==> src/rtl/core/bmo_pkg.sv <==
// ----------------------------------------------------------------------------
// bmo_pkg
// shared constants, types and helpers of the binary opening block
// ----------------------------------------------------------------------------
package bmo_pkg;

  localparam int MAX_WIDTH   = 1024;
  localparam int MAX_HEIGHT  = 1024;
  localparam int KERNEL_SIZE = 5;
  localparam int KR          = KERNEL_SIZE / 2;
  localparam int K2          = KERNEL_SIZE * KERNEL_SIZE;

  localparam int PIX_W      = 8;
  localparam int CFG_DIM_W  = 11;
  localparam int COL_W      = $clog2(MAX_WIDTH);
  localparam int DIM_W      = $clog2(MAX_WIDTH + 1);
  localparam int HDIM_W     = $clog2(MAX_HEIGHT + 1);
  localparam int ROW_W      = $clog2(MAX_HEIGHT) + 4;
  localparam int N_W        = $clog2(MAX_WIDTH * MAX_HEIGHT + 1);
  localparam int T_W        = $clog2(MAX_WIDTH * MAX_HEIGHT + 2 * (KR * MAX_WIDTH + KR) + 1);
  localparam int FIFO_DEPTH = 4;
  localparam int PADDR_W    = 4;
  localparam int PDATA_W    = 32;

  localparam logic [PIX_W-1:0]     FG_VALUE  = 8'd255;
  localparam logic [CFG_DIM_W-1:0] RESET_DIM = 11'd1024;

  localparam logic [1:0] REG_IMAGE_WIDTH  = 2'd0;
  localparam logic [1:0] REG_IMAGE_HEIGHT = 2'd1;
  localparam logic [1:0] REG_KERNEL_MASK  = 2'd2;

  typedef struct packed {
    logic                    pix;
    logic signed [ROW_W-1:0] row;
    logic [COL_W-1:0]        col;
  } tok_t;

  typedef struct packed {
    logic [DIM_W-1:0]  width;
    logic [HDIM_W-1:0] height;
    logic [K2-1:0]     mask;
  } geom_t;

  function automatic logic [DIM_W-1:0] clamp_w(input logic [CFG_DIM_W-1:0] v);
    logic [DIM_W-1:0] r;
    if (v == '0) r = DIM_W'(1);
    else if (32'(v) > MAX_WIDTH) r = DIM_W'(MAX_WIDTH);
    else r = DIM_W'(v);
    return r;
  endfunction

  function automatic logic [HDIM_W-1:0] clamp_h(input logic [CFG_DIM_W-1:0] v);
    logic [HDIM_W-1:0] r;
    if (v == '0) r = HDIM_W'(1);
    else if (32'(v) > MAX_HEIGHT) r = HDIM_W'(MAX_HEIGHT);
    else r = HDIM_W'(v);
    return r;
  endfunction

  // position of the window center: kr rows and kr pixels back in raster order
  function automatic tok_t step_back(input tok_t p, input logic [DIM_W-1:0] w);
    tok_t c;
    c = p;
    for (int i = 0; i < KR; i++) begin
      if (c.col == '0) begin
        c.col = COL_W'(w - 1'b1);
        c.row = c.row - 2'sd1;
      end else begin
        c.col = c.col - 1'b1;
      end
    end
    c.row = c.row - ROW_W'(KR);
    return c;
  endfunction

endpackage

==> src/rtl/core/bmo_fifo.sv <==
// ----------------------------------------------------------------------------
// bmo_fifo
// short token queue between front and back
// ----------------------------------------------------------------------------
module bmo_fifo import bmo_pkg::*; (
  input  logic clk,
  input  logic rst,
  input  logic push,
  input  tok_t push_tok,
  input  logic pop,
  output logic full,
  output logic empty,
  output tok_t head
);
  localparam int PTR_W = $clog2(FIFO_DEPTH);

  tok_t             slots [FIFO_DEPTH];
  logic [PTR_W-1:0] wr_ptr, rd_ptr;
  logic [PTR_W:0]   cnt;
  logic             do_pop;

  assign full   = cnt == (PTR_W + 1)'(FIFO_DEPTH);
  assign empty  = cnt == '0;
  assign head   = slots[rd_ptr];
  assign do_pop = pop && !empty;

  always_ff @(posedge clk) begin
    if (rst) begin
      wr_ptr <= '0;
      rd_ptr <= '0;
      cnt    <= '0;
    end else begin
      if (push) begin
        wr_ptr <= wr_ptr + 1'b1;
      end
      if (do_pop) begin
        rd_ptr <= rd_ptr + 1'b1;
      end
      cnt <= cnt + (PTR_W + 1)'(push) - (PTR_W + 1)'(do_pop);
    end
  end

  always_ff @(posedge clk) begin
    if (push) begin
      slots[wr_ptr] <= push_tok;
    end
  end

  a_cnt_bound: assert property (@(posedge clk) disable iff (rst)
    cnt <= (PTR_W + 1)'(FIFO_DEPTH)) else $error("token queue count out of range");
  a_no_overrun: assert property (@(posedge clk) disable iff (rst)
    full && !do_pop |=> cnt == (PTR_W + 1)'(FIFO_DEPTH)) else $error("token queue overrun");
  a_rst_empty: assert property (@(posedge clk)
    rst |=> empty) else $error("token queue not empty after reset");
endmodule

==> config.mk <==
export PLATFORM = sky130hd
export DESIGN_NAME = bmo_fifo
export DESIGN_NICKNAME = d
export VERILOG_FILES = /design/src/rtl/core/bmo_pkg.sv /design/src/rtl/core/bmo_fifo.sv
export SDC_FILE = /design/constraint.sdc
export NUM_CORES = 1
export LEC_CHECK = 0
export ABC_AREA = 1
export BUFFER_PORTS_ARGS = -buffer_cell sky130_fd_sc_hd__buf_2
export CORE_MARGIN = 2
export CORE_UTILIZATION = 55
export DETAILED_ROUTE_END_ITERATION = 6
export HOLD_SLACK_MARGIN = 0.06
export PLACE_DENSITY = 0.77
export SLEW_MARGIN = 15
export SYNTH_ARGS = -nofsm -noshare
export SYNTH_HDL_FRONTEND = slang
export SYNTH_SLANG_ARGS = --single-unit
==> constraint.sdc <==
create_clock -name clk -period 5.85 [get_ports clk]
set_clock_uncertainty 0.1 [all_clocks]
set_input_delay 0.585 -clock clk [delete_from_list [all_inputs] [get_ports clk]]
set_output_delay 0.585 -clock clk [all_outputs]
set_load 0.1 [all_outputs]
==> flow_summary.yaml <==
status:
  status: "completed"
floorplan:
  dieWidth_um: 92.1
  io_pins: 56
  core-area_sq_um: 7610
  row_count: 32
  die_h_um: 92.1
  initial_utilization: 0.561
  die_area_sq_um: 8480
yosys:
  avgSynthCellArea_sq_um: 14.1
  yosysTopAreaCellShare: 0.704
  syn_nets: 339
  yosysUniqueCellTypes: 19
  yosysSeqAreaShare: 0.746
  synth_cells: 303
  syn_area_sq_um: 4270
  synth_area_leaders: "edfxtp_1 70%, nor2_1 5.1%, dfxtp_1 4.2%, o21ai_2 4.1%, o22ai_1 3.7%"
  synth_top_area_cell: "edfxtp_1"
  yosysWarnings: 0
  ys_seq_elements: 109
final_layout:
  final_net_count: 390
  fin_cells: 461
  final_cell_area_sq_um: 4740
  antenna_cells: 0
  area_growth_pct: 11.0
  drive_gt1_frac: 0.253
critical_path:
  endpoint_kind: "output port"
  cp.arrival_ns: 2.47
  cp_max_fo: 26
  criticalPathCategory: "reg2out"
  worstSetupStartpointType: "register"
  crit_required_ns: 5.16
cts:
  clk_latency_ns: 0.35
  cts_setup_buffers: 0
  cts_buffer_depth: 2
  cts_buffers: 9
  cts_hold_buf: 0
  clock-sinks: 109
  cts_resized: 0
  htree_num_levels: 3
  clkTransAtPathRegs_ns: 0.09
  cts_tree: "built"
  root_buffer: "clkbuf_8"
drt:
  drt_iter0_drc: 155
  drt_pass1_iterations: 6
  num_vias: 2452
  viasPerCell: 5.32
  totalWireLength_mm: 7.34
  wire_per_inst_um: 15.9
  drc: 0
  ant_nets: 0
global_route:
  antenna_found_initial: 0
  grt_usage: 0.183
  met2_usage: 0.284
  overflow: 0
  grtUsageMet1: 0.242
  use_met3: 0.0509
  busiest_layer: "met2"
  grt_pass1_wl_mm: 11.6
  grt_max_degree: 52
  grt_pass1_vias: 2342
placement:
  place_inst: 445
  dpl.hpwl_mm: 4.19
  place.gp.congestion: 0.691
  io_buffers: 55
  dpl_worst_slack_ns: 3.00
  postPlaceCellArea_sq_um: 4550
timing:
  max_slew_margin: 0.235
  setup_violations: 0
  hold_violations: 0
  finalSetupTns_ns: 0
  max_freq_ghz: 0.317
  rsz0062_at_grt: "false"
  slew_violations: 0
  worst_slew_pin_slew_ns: 1.15
  period_needed_ns: 3.16
  fin_crit_sh: 0.540
  fin_ws_ns: 2.69
pwr:
  power_density_nw_per_um2: 489
  p_sw_mw: 1.06
  p_clk_frac: 0.188
  p_int_mw: 1.25
  p_seq_frac: 0.413
  switching_share: 0.460
  leakage_nw: 1.74
  vdd_ir_drop_max_mv: 0.416
  combPwrFrac: 0.399
flow_run:
  cap_violations: 0
worst_hold_path:
  worstHoldPathType: "in2reg"
-- metrics by stage --
stage / utilization / total power, mW / hold slack [ns]
2_1_floorplan: - / 1.78 / 0.348
3_5_place_dp: 0.598 / 1.90 / 0.378
6_report: 0.623 / 2.31 / 0.299
3_3_place_gp: 0.598 / 1.89 / 0.362
4_1_cts: 0.623 / 2.33 / 0.285
5_1_grt: 0.623 / 2.41 / 0.281
-- cell families after synthesis --
family          after synthesis  synth area share
buf+inv                      33            0.0457
flops                       109             0.746
compound gates               82             0.121
fa+ha+maj                     7            0.0223
simple gates                 72            0.0648
-- power by group through the flow --
stage / Combinational [mW] / Clock (mW) / Sequential [mW]
floorplan: 0.847 / 0 / 0.931
global route: 0.973 / 0.473 / 0.965
CTS: 0.929 / 0.441 / 0.957
global placement: 0.913 / 0 / 0.972
finish: 0.923 / 0.436 / 0.956
detailed placement: 0.928 / 0 / 0.974
-- placed cells by master (no fill, tap or decap), types with 5 or more instances in the layout --
cell type and n:
edfxtp_1 100, nor2_1 58, buf_2 55, o21ai_1 25, o22ai_1 25, o21ai_2 20, inv_1 15, nand2_1 11
clkbuf_8 9, dfxtp_1 8, o21ai_0 7, ha_1 6, a21oi_1 5
-- cell type report --
type,count,area (sq um)
tap,102,128
fill,590,2870
sequential,109,3180
timing repair buffer,55,275
multi-input combinational,161,888
clock inverter,6,63.8
clock buffer,10,128
inverter,18,70.1
-- per-layer routing --
layer,up-vias,routed length (um),part of all wire
met3,12,491,0.067
met4,0,136,0.019
met2,73,3540,0.48
met1,1165,3170,0.43
li1,1202,-,-
met5,-,0,0
-- registers in the layout, summed over array words and instances (netlist names), named ones only --
register  flops
cnt           3
rd_ptr        2
slots       100
wr_ptr        2
-- worst paths after layout --
| kind | from | endpoint | slack (ns) | cells past startpoint |
|---|---|---|---|---|
| hold / removal | rst | cnt[1] | 0.30 | 2 |
| hold reg to reg | rd_ptr[0] | rd_ptr[0] | 0.40 | 2 |
| setup / recovery | register | head[20] | 2.69 | 4 |
| setup reg to reg | wr_ptr[0] | slots[0][19] | 3.67 | 4 |
-- synthesized netlist by cell type --
master	number
inv_2	1
buf_2	4
ha_1	6
o22ai_1	25
edfxtp_1	100
o21ai_1	25
o21ai_2	20
a21oi_1	5
nor3b_1	1
inv_4	1
dfxtp_1	9
nor2_1	58
nand3_1	2
o21ai_0	7
nand2_1	11
inv_1	16
fa_1	1
buf_4	5
buf_6	6
-- critical path: stages (launching register included) --
cell and delay [ns]:
dfxtp_1 0.96, inv_2 0.55, o21ai_1 0.20, o22ai_1 0.11, buf_2 0.30
No activity file was read; power rests on OpenSTA's default activity.
