### src/rtl/core/bmo_pkg.sv
// ----------------------------------------------------------------------------
// bmo_pkg
// shared constants, types and helpers of the binary opening block
// ----------------------------------------------------------------------------
package bmo_pkg;

  localparam int MAX_WIDTH   = 1024;
  localparam int MAX_HEIGHT  = 1024;
  localparam int KERNEL_SIZE = 5;
  localparam int KR          = KERNEL_SIZE / 2;
  localparam int K2          = KERNEL_SIZE * KERNEL_SIZE;

  localparam int PIX_W      = 8;
  localparam int CFG_DIM_W  = 11;
  localparam int COL_W      = $clog2(MAX_WIDTH);
  localparam int DIM_W      = $clog2(MAX_WIDTH + 1);
  localparam int HDIM_W     = $clog2(MAX_HEIGHT + 1);
  localparam int ROW_W      = $clog2(MAX_HEIGHT) + 4;
  localparam int N_W        = $clog2(MAX_WIDTH * MAX_HEIGHT + 1);
  localparam int T_W        = $clog2(MAX_WIDTH * MAX_HEIGHT + 2 * (KR * MAX_WIDTH + KR) + 1);
  localparam int FIFO_DEPTH = 4;
  localparam int PADDR_W    = 4;
  localparam int PDATA_W    = 32;

  localparam logic [PIX_W-1:0]     FG_VALUE  = 8'd255;
  localparam logic [CFG_DIM_W-1:0] RESET_DIM = 11'd1024;

  localparam logic [1:0] REG_IMAGE_WIDTH  = 2'd0;
  localparam logic [1:0] REG_IMAGE_HEIGHT = 2'd1;
  localparam logic [1:0] REG_KERNEL_MASK  = 2'd2;

  typedef struct packed {
    logic                    pix;
    logic signed [ROW_W-1:0] row;
    logic [COL_W-1:0]        col;
  } tok_t;

  typedef struct packed {
    logic [DIM_W-1:0]  width;
    logic [HDIM_W-1:0] height;
    logic [K2-1:0]     mask;
  } geom_t;

  function automatic logic [DIM_W-1:0] clamp_w(input logic [CFG_DIM_W-1:0] v);
    logic [DIM_W-1:0] r;
    if (v == '0) r = DIM_W'(1);
    else if (32'(v) > MAX_WIDTH) r = DIM_W'(MAX_WIDTH);
    else r = DIM_W'(v);
    return r;
  endfunction

  function automatic logic [HDIM_W-1:0] clamp_h(input logic [CFG_DIM_W-1:0] v);
    logic [HDIM_W-1:0] r;
    if (v == '0) r = HDIM_W'(1);
    else if (32'(v) > MAX_HEIGHT) r = HDIM_W'(MAX_HEIGHT);
    else r = HDIM_W'(v);
    return r;
  endfunction

  // position of the window center: kr rows and kr pixels back in raster order
  function automatic tok_t step_back(input tok_t p, input logic [DIM_W-1:0] w);
    tok_t c;
    c = p;
    for (int i = 0; i < KR; i++) begin
      if (c.col == '0) begin
        c.col = COL_W'(w - 1'b1);
        c.row = c.row - 2'sd1;
      end else begin
        c.col = c.col - 1'b1;
      end
    end
    c.row = c.row - ROW_W'(KR);
    return c;
  endfunction

endpackage

### src/rtl/core/bmo_in_if.sv
// ----------------------------------------------------------------------------
// bmo_in_if
// input item channel: pixel or drain tick
// ----------------------------------------------------------------------------
interface bmo_in_if import bmo_pkg::*; ();
  logic             valid;
  logic             ready;
  logic             kind;
  logic [PIX_W-1:0] pixel_value;
  logic             frame_start;

  modport source(output valid, kind, pixel_value, frame_start, input ready);
  modport sink(input valid, kind, pixel_value, frame_start, output ready);
endinterface

### src/rtl/core/bmo_front.sv
// ----------------------------------------------------------------------------
// bmo_front
// accepts items, tracks the raster position and issues work tokens
// ----------------------------------------------------------------------------
module bmo_front import bmo_pkg::*; (
  input  logic           clk,
  input  logic           rst,
  bmo_in_if.sink         pix_in,
  input  geom_t          geom,
  input  logic [N_W-1:0] n_val,
  input  logic [T_W-1:0] end_val,
  input  logic           full,
  output logic           push,
  output tok_t           push_tok
);
  logic [T_W-1:0]          t, tc;
  logic signed [ROW_W-1:0] t_row, rc;
  logic [COL_W-1:0]        t_col, cc;
  logic                    acc, is_pix, start, in_frame, advance;

  assign pix_in.ready = !full;
  assign acc          = pix_in.valid && pix_in.ready;
  assign is_pix       = !pix_in.kind;
  assign start        = is_pix && pix_in.frame_start;

  always_comb begin
    tc       = start ? '0 : t;
    rc       = start ? '0 : t_row;
    cc       = start ? '0 : t_col;
    in_frame = tc < T_W'(n_val);
    advance  = (tc < end_val) && (is_pix || !in_frame);
    push     = acc && advance;
    push_tok.pix = is_pix && in_frame && (pix_in.pixel_value == FG_VALUE);
    push_tok.row = rc;
    push_tok.col = cc;
  end

  always_ff @(posedge clk) begin
    if (rst) begin
      t     <= '0;
      t_row <= '0;
      t_col <= '0;
    end else if (push) begin
      t <= tc + 1'b1;
      if (cc == COL_W'(geom.width - 1'b1)) begin
        t_col <= '0;
        t_row <= rc + 2'sd1;
      end else begin
        t_col <= cc + 1'b1;
        t_row <= rc;
      end
    end
  end
endmodule

### src/flat_wrapper.sv
// flat-port wrapper written by rule: the top's interface ports become plain ports
module bmo_front_flat import bmo_pkg::*;
  (clk, rst, geom, n_val, end_val, full, push, push_tok, pix_in_valid, pix_in_kind, pix_in_pixel_value, pix_in_frame_start, pix_in_ready);
  bmo_in_if pix_in_i ();
  input  logic clk;
  input  logic rst;
  input  geom_t geom;
  input  logic [N_W-1:0] n_val;
  input  logic [T_W-1:0] end_val;
  input  logic full;
  output logic push;
  output tok_t push_tok;
  input wire logic [$bits(pix_in_i.valid)-1:0] pix_in_valid;
  input wire logic [$bits(pix_in_i.kind)-1:0] pix_in_kind;
  input wire logic [$bits(pix_in_i.pixel_value)-1:0] pix_in_pixel_value;
  input wire logic [$bits(pix_in_i.frame_start)-1:0] pix_in_frame_start;
  output wire logic [$bits(pix_in_i.ready)-1:0] pix_in_ready;
  assign pix_in_i.valid = pix_in_valid;
  assign pix_in_i.kind = pix_in_kind;
  assign pix_in_i.pixel_value = pix_in_pixel_value;
  assign pix_in_i.frame_start = pix_in_frame_start;
  assign pix_in_ready = pix_in_i.ready;
  bmo_front u_core (.clk(clk), .rst(rst), .pix_in(pix_in_i), .geom(geom), .n_val(n_val), .end_val(end_val), .full(full), .push(push), .push_tok(push_tok));
endmodule
### config.mk
export PLATFORM = sky130hd
export DESIGN_NAME = bmo_front_flat
export DESIGN_NICKNAME = d
export VERILOG_FILES = /design/src/rtl/core/bmo_pkg.sv /design/src/rtl/core/bmo_in_if.sv /design/src/rtl/core/bmo_front.sv /design/src/flat_wrapper.sv
export SDC_FILE = /design/constraint.sdc
export NUM_CORES = 1
export LEC_CHECK = 0
export BUFFER_PORTS_ARGS = -buffer_cell sky130_fd_sc_hd__buf_2
export CAP_MARGIN = 5
export CORE_AREA = 2 2 91 93
export CTS_BUF_LIST = sky130_fd_sc_hd__clkbuf_2
export CTS_CLUSTER_DIAMETER = 80
export DETAILED_ROUTE_END_ITERATION = 6
export DIE_AREA = 0 0 93 95
export GPL_ROUTABILITY_DRIVEN = 0
export GPL_TIMING_DRIVEN = 0
export PLACE_DENSITY = 0.95
export SYNTH_ARGS = -nofsm -noshare
export SYNTH_HDL_FRONTEND = slang
export SYNTH_SLANG_ARGS = --single-unit
export TNS_END_PERCENT = 1
### constraint.sdc
create_clock -name clk -period 11.9 [get_ports clk]
set_input_delay 2.38 -clock clk [delete_from_list [all_inputs] [get_ports clk]]
set_output_delay 2.38 -clock clk [all_outputs]
set_load 0.005 [all_outputs]
==> results.txt, run 1 <==
----------------------------------------------------
[Outcome]
  Run status ... finished with violations
  Violated checks ... DRC

[CTS]
  Number of buffers inserted during clock tree synthesis ... 5
  Buffers inserted during post-CTS setup optimization ... 0
  CTS tree ... yes
  Insertion delay of the later-clocked pin in the worst-skew pair ... 0.45 ns
  Count of H-tree levels built during CTS ... 2
  CTS Hold Bufs ... 0
  Cell at the root of the clock tree ... sky130_fd_sc_hd__clkbuf_2
  Clock transition at path regs ... 0.26 ns
  Count of cells resized by post-cts repair ... 0
  Max clock buf depth ... 2
  Num Clock Sinks ... 45

[Floorplan]
  Core region area ... 7930 µm²
  Number of core rows ... 33
  Starting density of the core ... 56.3%
  Die X ... 93 µm
  Die Footprint ... 8840 µm²
  Die height ... 95 µm
  I/O pins ... 130

[Route]
  Uppermost routed layer ... met4
  Routed length on met1 ... 5260 µm
  Number of vias per cell ... 6.50
  Iter 0 DRT Violations ... 639
  Detail-routed net length per standard cell ... 17.1 µm
  Met2 WL post-DR ... 6910 µm
  Pre-Repair DR Iteration Count ... 7
  Post-detailed-route count of antenna-violating nets ... 0
  Drt drc ... 17
  Via Count ... 5,286
  Metal3 WL ... 1330 µm
  Total wire length after detailed routing ... 13,900 µm

[GRT]
  Via count of the first global-routing pass ... 5,074
  Global-route wire length before repair ... 22,100 µm
  Pin count of the biggest net entering global routing ... 14
  Antenna violations before repair ... 0
  Residual overflow from global routing ... 0
  GRT Overall Usage ... 30.3%

[Timing]
  Final Hold Violating Endpoints ... 0
  Shortest clock period the worst path allows after layout ... 9.94 ns
  Slew Limit Headroom ... 42.6%
  Post-layout worst setup margin ... 1.96 ns
  Final number of setup-violating endpoints ... 0
  Slew at the pin closest to its max-slew limit ... 0.855 ns
  Accumulated negative setup slack ... 0 ns
  Slew Viols, Final ... 0
  FMAX ... 101 MHz
  Fraction of the cycle the final worst path needs ... 83.5%
  Skew final ... 0.0314 ns
  Unrepaired setup endpoints after global routing ... false

[Synth]
  Synthesized-area fraction occupied by ao, oa, aoi and oai cells ... 21.1%
  Synthesized-area fraction occupied by and/or/nand/nor cells ... 35.4%
  Adder and majority gate portion of the synthesized area ... 11.2%
  Count of yosys warnings during synthesis ... 0
  Combinational family with the most area after synthesis ... simple AND/OR/NAND/NOR gates
  Count of cell types in the netlist ... 73
  Cell count after synthesis ... 608
  Average cell area after synthesis ... 7.35 µm²
  Number of enable-type register cells in the synthesized netlist ... 0
  XOR/XNOR share of the synthesized area ... 3.08%
  Portion of netlist area occupied by mux cells ... 0.672%
  Main synth FF type ... sky130_fd_sc_hd__dfxtp_1
  Share of flip-flops with an asynchronous set or reset after synthesis ... 0%
  Area of the mapped netlist ... 4470 µm²
  Post-Synthesis Net Count ... 751
  Post-synthesis sequential area ratio ... 20.2%
  Number of register bits inferred by synthesis ... 45

[Placement]
  I/O Buffers ... 92
  Placement Setup Slack ... 2.15 ns
  Post-DP HPWL ... 10,400 µm
  Count of placed standard cells including taps ... 805

[Finish]
  Number of filler instances in the final layout ... 682
  Layout cell share with drive strength beyond 1 ... 18.1%
  Diode insertion count for antenna repair ... 0
  Final Net Count ... 850
  Synth-to-Final Area Change ... 14.1%
  Final standard cell count with taps included and fillers excluded ... 813

[Job]
  Max-cap viol count ... 0

[Power]
  Leakage power total ... 2.20 nW
  Total power density per cell area ... 55.5 nW/µm²
  Highest ir drop seen on vdd ... 0.0000301 V
  Overall power consumption ... 0.000283 W

[Critical path]
  Setup Crit Path Kind ... in2out
  Minimum setup slack among reg-to-reg paths ... 7.86 ns
  End of the worst register-to-register path ... u_core.t[14]$_SDFFE_PP0P_
  Cells on worst reg2reg path ... 14
  Kind of end point of the critical path ... primary output
  Launching point of the worst reg2reg path ... u_core.t[15]$_SDFFE_PP0P_
  Required time worst endpoint ... 9.52 ns
  Arrival time at the worst endpoint ... 7.56 ns
  Critical-path maximum fanout ... 10
  Worst setup SP type ... input pin

[Min path]
  Startpoint of the worst hold path ... u_core.t_col[8]$_SDFFE_PP0P_
  End point of the worst hold path ... u_core.t_col[8]$_SDFFE_PP0P_
  Tightest Hold Check Type ... reg2reg
  Hold-critical path depth ... 2

----------------------------------------------------
-- state kept, by name, indices dropped and copies added, names as in the netlist --
register	count
u_core.t	21
u_core.t_col	10
u_core.t_row	14
-- per-layer routing --
layer | vias to the layer above | global-route usage [%]
met2 | 369 | 54.6
met4 | 0 | 13.8
met5 | - | 0
li1 | 2437 | -
met3 | 61 | 3.67
met1 | 2419 | 35.8
-- synthesized netlist by cell type (12+ instances only) --
library cell,n,area (µm²)
sky130_fd_sc_hd__nand4_1,20,125
sky130_fd_sc_hd__clkbuf_1,23,86.3
sky130_fd_sc_hd__nor3_1,12,60.1
sky130_fd_sc_hd__or4_1,18,135
sky130_fd_sc_hd__a21oi_1,44,220
sky130_fd_sc_hd__nand2_1,44,165
sky130_fd_sc_hd__a31oi_1,17,106
sky130_fd_sc_hd__dfxtp_1,45,901
sky130_fd_sc_hd__inv_1,52,195
sky130_fd_sc_hd__and2_1,43,269
sky130_fd_sc_hd__nand3_1,33,165
sky130_fd_sc_hd__o21ai_0,30,150
sky130_fd_sc_hd__ha_1,40,500
sky130_fd_sc_hd__nor2_1,34,128
-- power breakdown --
group	switching [W]	total (W)	internal [W]
Combinational	0.0000374	0.0000609	0.0000234
Sequential	0.000000686	0.000152	0.000152
Clock	0.0000548	0.0000696	0.0000148
-- cell usage in the layout, fill, tap and decap left out, types with 7 or more instances in the layout --
cell type | synthesis | routed
sky130_fd_sc_hd__buf_2 | 10 | 102
sky130_fd_sc_hd__inv_1 | 52 | 52
sky130_fd_sc_hd__dfxtp_1 | 45 | 45
sky130_fd_sc_hd__nand2_1 | 44 | 44
sky130_fd_sc_hd__a21oi_1 | 44 | 44
sky130_fd_sc_hd__and2_1 | 43 | 43
sky130_fd_sc_hd__ha_1 | 40 | 40
sky130_fd_sc_hd__nor2_1 | 34 | 34
sky130_fd_sc_hd__nand3_1 | 33 | 33
sky130_fd_sc_hd__o21ai_0 | 30 | 30
sky130_fd_sc_hd__clkbuf_1 | 23 | 23
sky130_fd_sc_hd__nand4_1 | 20 | 20
sky130_fd_sc_hd__or4_1 | 18 | 18
sky130_fd_sc_hd__a31oi_1 | 17 | 17
sky130_fd_sc_hd__nor3_1 | 12 | 12
sky130_fd_sc_hd__nor2b_1 | 10 | 10
sky130_fd_sc_hd__xnor2_1 | 8 | 8
sky130_fd_sc_hd__and3_1 | 8 | 8
sky130_fd_sc_hd__a32oi_1 | 7 | 7
sky130_fd_sc_hd__clkbuf_2 | 1 | 7
-- stage by stage --
| step | util [%] | instance area, µm² | hold slack (ns) |
|---|---|---|---|
| 2_1_floorplan | - | 4470 | 0.445 |
| 3_3_place_gp | 63.8 | 5060 | 0.455 |
| 3_5_place_dp | 63.8 | 5060 | 0.478 |
| 4_1_cts | 64.3 | 5100 | 0.502 |
| 5_1_grt | 64.3 | 5100 | 0.538 |
| 6_report | 64.3 | 5100 | 0.511 |
-- worst max-delay path by stage --
stage / start / end / cells past startpoint
floorplan: pix_in_kind / push / 18
global placement: pix_in_kind / push / 20
detailed placement: pix_in_kind / push / 20
CTS: pix_in_kind / push / 20
global route: pix_in_kind / push / 20
finish: pix_in_kind / push / 20
-- cell type report --
cell class,count,area [µm²],share of cell area [%]
Buffer,38,171,3.36
Clock buffer,6,30.0,0.589
Clock inverter,2,10.0,0.196
Inverter,53,199,3.90
Multi-Input combinational cell,472,3200,62.7
Sequential cell,45,901,17.7
Tap cell,105,131,2.58
Timing Repair Buffer,92,460,9.03
-- logic make-up after synthesis --
group           count (synthesis)
xor+xnor                       14
simple gates                  272
flops                          45
compound gates                143
buf+inv                        91
mux                             3
fa+ha+maj                      40
-- worst max-delay path, cell delays in order --
cell and delay [ns]:
sky130_fd_sc_hd__buf_2 0.10, sky130_fd_sc_hd__nand2b_4 0.14, sky130_fd_sc_hd__buf_6 0.14, sky130_fd_sc_hd__buf_4 0.18
sky130_fd_sc_hd__buf_2 0.26, sky130_fd_sc_hd__clkbuf_1 0.37, sky130_fd_sc_hd__clkbuf_1 0.43, sky130_fd_sc_hd__clkbuf_1 0.43
sky130_fd_sc_hd__and2_1 0.27, sky130_fd_sc_hd__ha_1 0.26, sky130_fd_sc_hd__nor2b_1 0.14, sky130_fd_sc_hd__a311o_1 0.31
sky130_fd_sc_hd__a311oi_1 0.34, sky130_fd_sc_hd__nor4_2 0.13, sky130_fd_sc_hd__nor4b_2 0.51, sky130_fd_sc_hd__or3_1 0.18
sky130_fd_sc_hd__buf_2 0.21, sky130_fd_sc_hd__clkinv_1 0.28, sky130_fd_sc_hd__buf_2 0.32, sky130_fd_sc_hd__buf_2 0.16
Note: power is estimated with default switching activity, not from simulation.
==> inputs of run 2 (changes only) <==
--- a/config.mk
+++ b/config.mk
@@ -5,16 +5,17 @@
 export SDC_FILE = /design/constraint.sdc
 export NUM_CORES = 1
 export LEC_CHECK = 0
+export ABC_AREA = 1
 export BUFFER_PORTS_ARGS = -buffer_cell sky130_fd_sc_hd__buf_2
 export CAP_MARGIN = 5
-export CORE_AREA = 2 2 91 93
+export CORE_AREA = 2 2 96 98
 export CTS_BUF_LIST = sky130_fd_sc_hd__clkbuf_2
 export CTS_CLUSTER_DIAMETER = 80
 export DETAILED_ROUTE_END_ITERATION = 6
-export DIE_AREA = 0 0 93 95
+export DIE_AREA = 0 0 98 100
 export GPL_ROUTABILITY_DRIVEN = 0
 export GPL_TIMING_DRIVEN = 0
-export PLACE_DENSITY = 0.95
+export PLACE_DENSITY = 0.93
 export SYNTH_ARGS = -nofsm -noshare
 export SYNTH_HDL_FRONTEND = slang
 export SYNTH_SLANG_ARGS = --single-unit
==> constraint.sdc (replaced) <==
create_clock -name clk -period 10.35 [get_ports clk]
set_input_delay 2.07 -clock clk [delete_from_list [all_inputs] [get_ports clk]]
set_output_delay 2.07 -clock clk [all_outputs]
set_load 0.005 [all_outputs]
==> run 2 against run 1 <==
Against the previous run:
- sequential power up 25%
- sequential share of layout area down 0.74 points
- critical path depth down 4
- the flow now finishes without violations
- critical endpoint unchanged
- cell area up 4.4%
- count of clock-buffer cells in the layout down 1
- core utilization down 4.5 points
==> results.txt, run 2 <==
----------------------------------------------------
[Outcome]
  Run status ... complete, no violations

[Synth]
  Number of enable-type register cells in the synthesized netlist ... 0 (unchanged)
  Area fraction of the dominant cell type after synthesis ... 19.3% (-0.92 points)
  Cell type with the largest total area after synthesis ... sky130_fd_sc_hd__dfxtp_1
  Main synth FF type ... sky130_fd_sc_hd__dfxtp_1
  Average cell area after synthesis ... 5.73 µm² (-22%)
  Area of the mapped netlist ... 4680 µm² (+4.8%)
  Number of register bits inferred by synthesis ... 45 (unchanged)
  Count of yosys warnings during synthesis ... 0 (unchanged)
  Most used standard cell by instance count after synthesis ... sky130_fd_sc_hd__nand2_1
  Count of cell types in the netlist ... 32 (-56%)
  Synth top area cells ... sky130_fd_sc_hd__dfxtp_1 19%, sky130_fd_sc_hd__nand2_1 18%, sky130_fd_sc_hd__nor2_1 13%, sky130_fd_sc_hd__ha_1 11%, sky130_fd_sc_hd__inv_1 9.9%
  Cell count after synthesis ... 817 (+34%)
  Post-synthesis sequential area ratio ... 19.3% (-0.92 points)
  Post-synth top cells ... 228 x sky130_fd_sc_hd__nand2_1, 162 x sky130_fd_sc_hd__nor2_1, 123 x sky130_fd_sc_hd__inv_1
  Share of flip-flops with an asynchronous set or reset after synthesis ... 0% (unchanged)
  Post-Synthesis Net Count ... 960 (+28%)

[Finish]
  Diode insertion count for antenna repair ... 0 (unchanged)
  Number of filler instances in the final layout ... 867 (+27%)
  Regs by FF count ... u_core.t: 21 flops, u_core.t_row: 14 flops, u_core.t_col: 10 flops
  Final Net Count ... 1,059 (+25%)
  Final design area excluding fillers ... 5320 µm² (+4.4%)
  Layout cell share with drive strength beyond 1 ... 14.5% (-3.6 points)
  Max reg flops ... 21 (unchanged)
  Commonest non-fill, non-tap cells in the layout ... 228 x sky130_fd_sc_hd__nand2_1, 162 x sky130_fd_sc_hd__nor2_1, 123 x sky130_fd_sc_hd__inv_1
  Most common library cell in the layout ignoring fill and taps ... sky130_fd_sc_hd__nand2_1
  Synth-to-Final Area Change ... 13.7%
  Final standard cell count with taps included and fillers excluded ... 1,028 (+26%)
  Largest register by flop count ... u_core.t

[Timing]
  Hold Slack ... 0.485 ns (-0.0265 ns)
  Fraction of the cycle the final worst path needs ... 71.4%
  Final Hold Violating Endpoints ... 0 (unchanged)
  Post-layout worst setup margin ... 2.96 ns (+0.997 ns)
  Shortest clock period the worst path allows after layout ... 7.39 ns
  Slew Viols, Final ... 0 (unchanged)
  Unrepaired setup endpoints after global routing ... false
  Skew final ... 0.0221 ns (-0.00937 ns)
  Slew at the pin closest to its max-slew limit ... 0.611 ns (-0.244 ns)
  Slew Limit Headroom ... 59.1% (+16 points)
  Final number of setup-violating endpoints ... 0 (unchanged)
  FMAX ... 135 MHz
  Accumulated negative setup slack ... 0 ns (unchanged)

[Floorplan]
  I/O pins ... 130 (unchanged)
  Die height ... 100 µm (+5.3%)
  Die X ... 98 µm (+5.4%)
  Die Footprint ... 9800 µm² (+11%)
  Core region area ... 8890 µm² (+12%)
  Starting density of the core ... 52.6% (-3.7 points)
  Number of core rows ... 35 (+6.1%)

[CTS]
  Cell at the root of the clock tree ... sky130_fd_sc_hd__clkbuf_2
  Count of cells resized by post-cts repair ... 0 (unchanged)
  Num Clock Sinks ... 45 (unchanged)
  Clock transition at path regs ... 0.25 ns (about the same)
  Max clock buf depth ... 2 (unchanged)
  Count of H-tree levels built during CTS ... 2 (unchanged)
  CTS tree ... yes
  CTS Hold Bufs ... 0 (unchanged)
  Insertion delay of the later-clocked pin in the worst-skew pair ... 0.44 ns (about the same)
  Number of buffers inserted during clock tree synthesis ... 5 (unchanged)
  Buffers inserted during post-CTS setup optimization ... 0 (unchanged)

[Placement]
  Placement Setup Slack ... 3.01 ns (+0.862 ns)
  Post-DP HPWL ... 9770 µm (-5.6%)
  Placed Instance Area ... 5280 µm² (+4.4%)
  I/O Buffers ... 92 (unchanged)
  Count of placed standard cells including taps ... 1,020 (+27%)

[Route]
  Detail-routed net length per standard cell ... 11.8 µm (-31%)
  Iter 0 DRT Violations ... 374 (-41%)
  Drt drc ... 0 (-17)
  Total wire length after detailed routing ... 12,100 µm (-13%)
  Via Count ... 5,279 (-0.13%)
  Post-detailed-route count of antenna-violating nets ... 0 (unchanged)
  Number of vias per cell ... 5.14 (-21%)
  Pre-Repair DR Iteration Count ... 6 (-1)

[Min path]
  Startpoint of the worst hold path ... u_core.t_row[8]$_SDFFE_PP0P_
  Tightest Hold Check Type ... reg2reg

[Critical path]
  Dominant cell type by count on the critical path ... sky130_fd_sc_hd__buf_2
  Setup Crit Path Kind ... in2out
  Delay-heaviest family, CP ... simple AND/OR/NAND/NOR gates
  Kind of end point of the critical path ... primary output
  CP Launch Point ... pix_in_kind
  Launching point of the worst reg2reg path ... u_core.t[18]$_SDFFE_PP0P_
  Slowest stage cell, crit path ... sky130_fd_sc_hd__nor2_1
  Longest individual stage delay on the worst path ... 0.49 ns (-0.02 ns)
  Critical-path maximum fanout ... 10 (unchanged)
  Arrival time at the worst endpoint ... 5.32 ns (-2.24 ns)
  Worst setup SP type ... input pin
  Worst path cell trace ... buf_2, nor2_1, buf_6, buf_2, nor2_1, ha_1, nand2_1, inv_1, o21ai_0, nand2_1, nor2_1, nand4_2, nand2_2, inv_2, buf_2, buf_2
  Required time worst endpoint ... 8.28 ns (-1.24 ns)
  Buffers and inverters on the worst path ... 7 (-4)

[Power]
  Leakage power total ... 3.02 nW (+37%)
  Highest ir drop seen on vdd ... 0.0000417 V (+38%)
  Total power density per cell area ... 75.0 nW/µm² (+35%)

[GRT]
  Met2 track utilization from global routing ... 45.1% (-9.5 points)
  Met3 track demand over resource in global routing ... 2.37% (-1.3 points)
  Via count of the first global-routing pass ... 4,867 (-4.1%)
  GRT Overall Usage ... 24.7% (-5.5 points)
  Antenna violations before repair ... 0 (unchanged)
  Global-route wire length before repair ... 20,700 µm (-6.5%)
  Pin count of the biggest net entering global routing ... 15 (+1)
  Most heavily used metal layer in global routing ... met2
  Residual overflow from global routing ... 0 (unchanged)
  Met1 global-route usage ... 30.8% (-5.0 points)

[Job]
  Max-cap viol count ... 0 (unchanged)

----------------------------------------------------
==> run 2: cell count changes in the layout (fill, tap and decap cells not counted), sizes merged, moves of 19 or more <==
cell	change
nand3	+36
and2	-43
nor2	+133
a21oi	-26
clkbuf	-19
nand2	+188
inv	+75
o21ai	-22
==> run 2: through the flow <==
| step | power (W) | util [%] |
|---|---|---|
| 2_1_floorplan | 0.000281 | - |
| 3_3_place_gp | 0.000317 | 59.4 |
| 3_5_place_dp | 0.000322 | 59.4 |
| 4_1_cts | 0.000396 | 59.9 |
| 5_1_grt | 0.000426 | 59.9 |
| 6_report | 0.000399 | 59.9 |
==> run 2: tightest hold or removal path, delay by kind of cell, from the launching register on <==
family	cells	cell delay, ns
flops	1	0.37
simple gates	1	0.06
compound gates	1	0.05
==> run 2: cell type report <==
type	count	area, µm²	share of cell area, %
buffer	23	134	2.52
multi-input combinational	622	3170	59.5
inverter	127	477	8.96
tap	111	139	2.61
clock inverter	3	17.5	0.329
sequential	45	901	16.9
timing repair buffer	92	460	8.65
clock buffer	5	25.0	0.470
==> run 2: power breakdown <==
| part | switching (W) | internal [W] |
|---|---|---|
| sequential | 0.00000705 | 0.000183 |
| combinational | 0.0000792 | 0.0000506 |
| clock | 0.0000630 | 0.0000160 |
==> run 2: logic make-up (layout without fill, tap and decap cells) <==
logic type                 after synthesis  in the layout  synth area share, %
DFF                                     45             45                 19.3
xor gates and xnor gates                30             30                 5.61
AOI/OAI and AO/OA                       35             35                 4.17
adders and majority gates               40             40                 10.7
buffers and inverters                  150            250                 13.0
and+or+nand+nor                        517            517                 47.2
==> run 2: final timing paths <==
kind / to / cells after the start / slack [ns]
max: push / 16 / 2.96
min: u_core.t_row[8]$_SDFFE_PP0P_ / 2 / 0.48
max reg2reg: u_core.t_row[0]$_SDFFE_PP0P_ / 14 / 7.56
min reg2reg: u_core.t_row[8]$_SDFFE_PP0P_ / 2 / 0.48
==> run 2: per-layer routing <==
layer | share of wire, % | vias to the layer above | wire length (µm)
met5 | 0 | - | 0
met4 | 2.2 | 0 | 270
met3 | 5.6 | 30 | 672
met2 | 47 | 185 | 5700
met1 | 45 | 2331 | 5460
li1 | - | 2733 | -
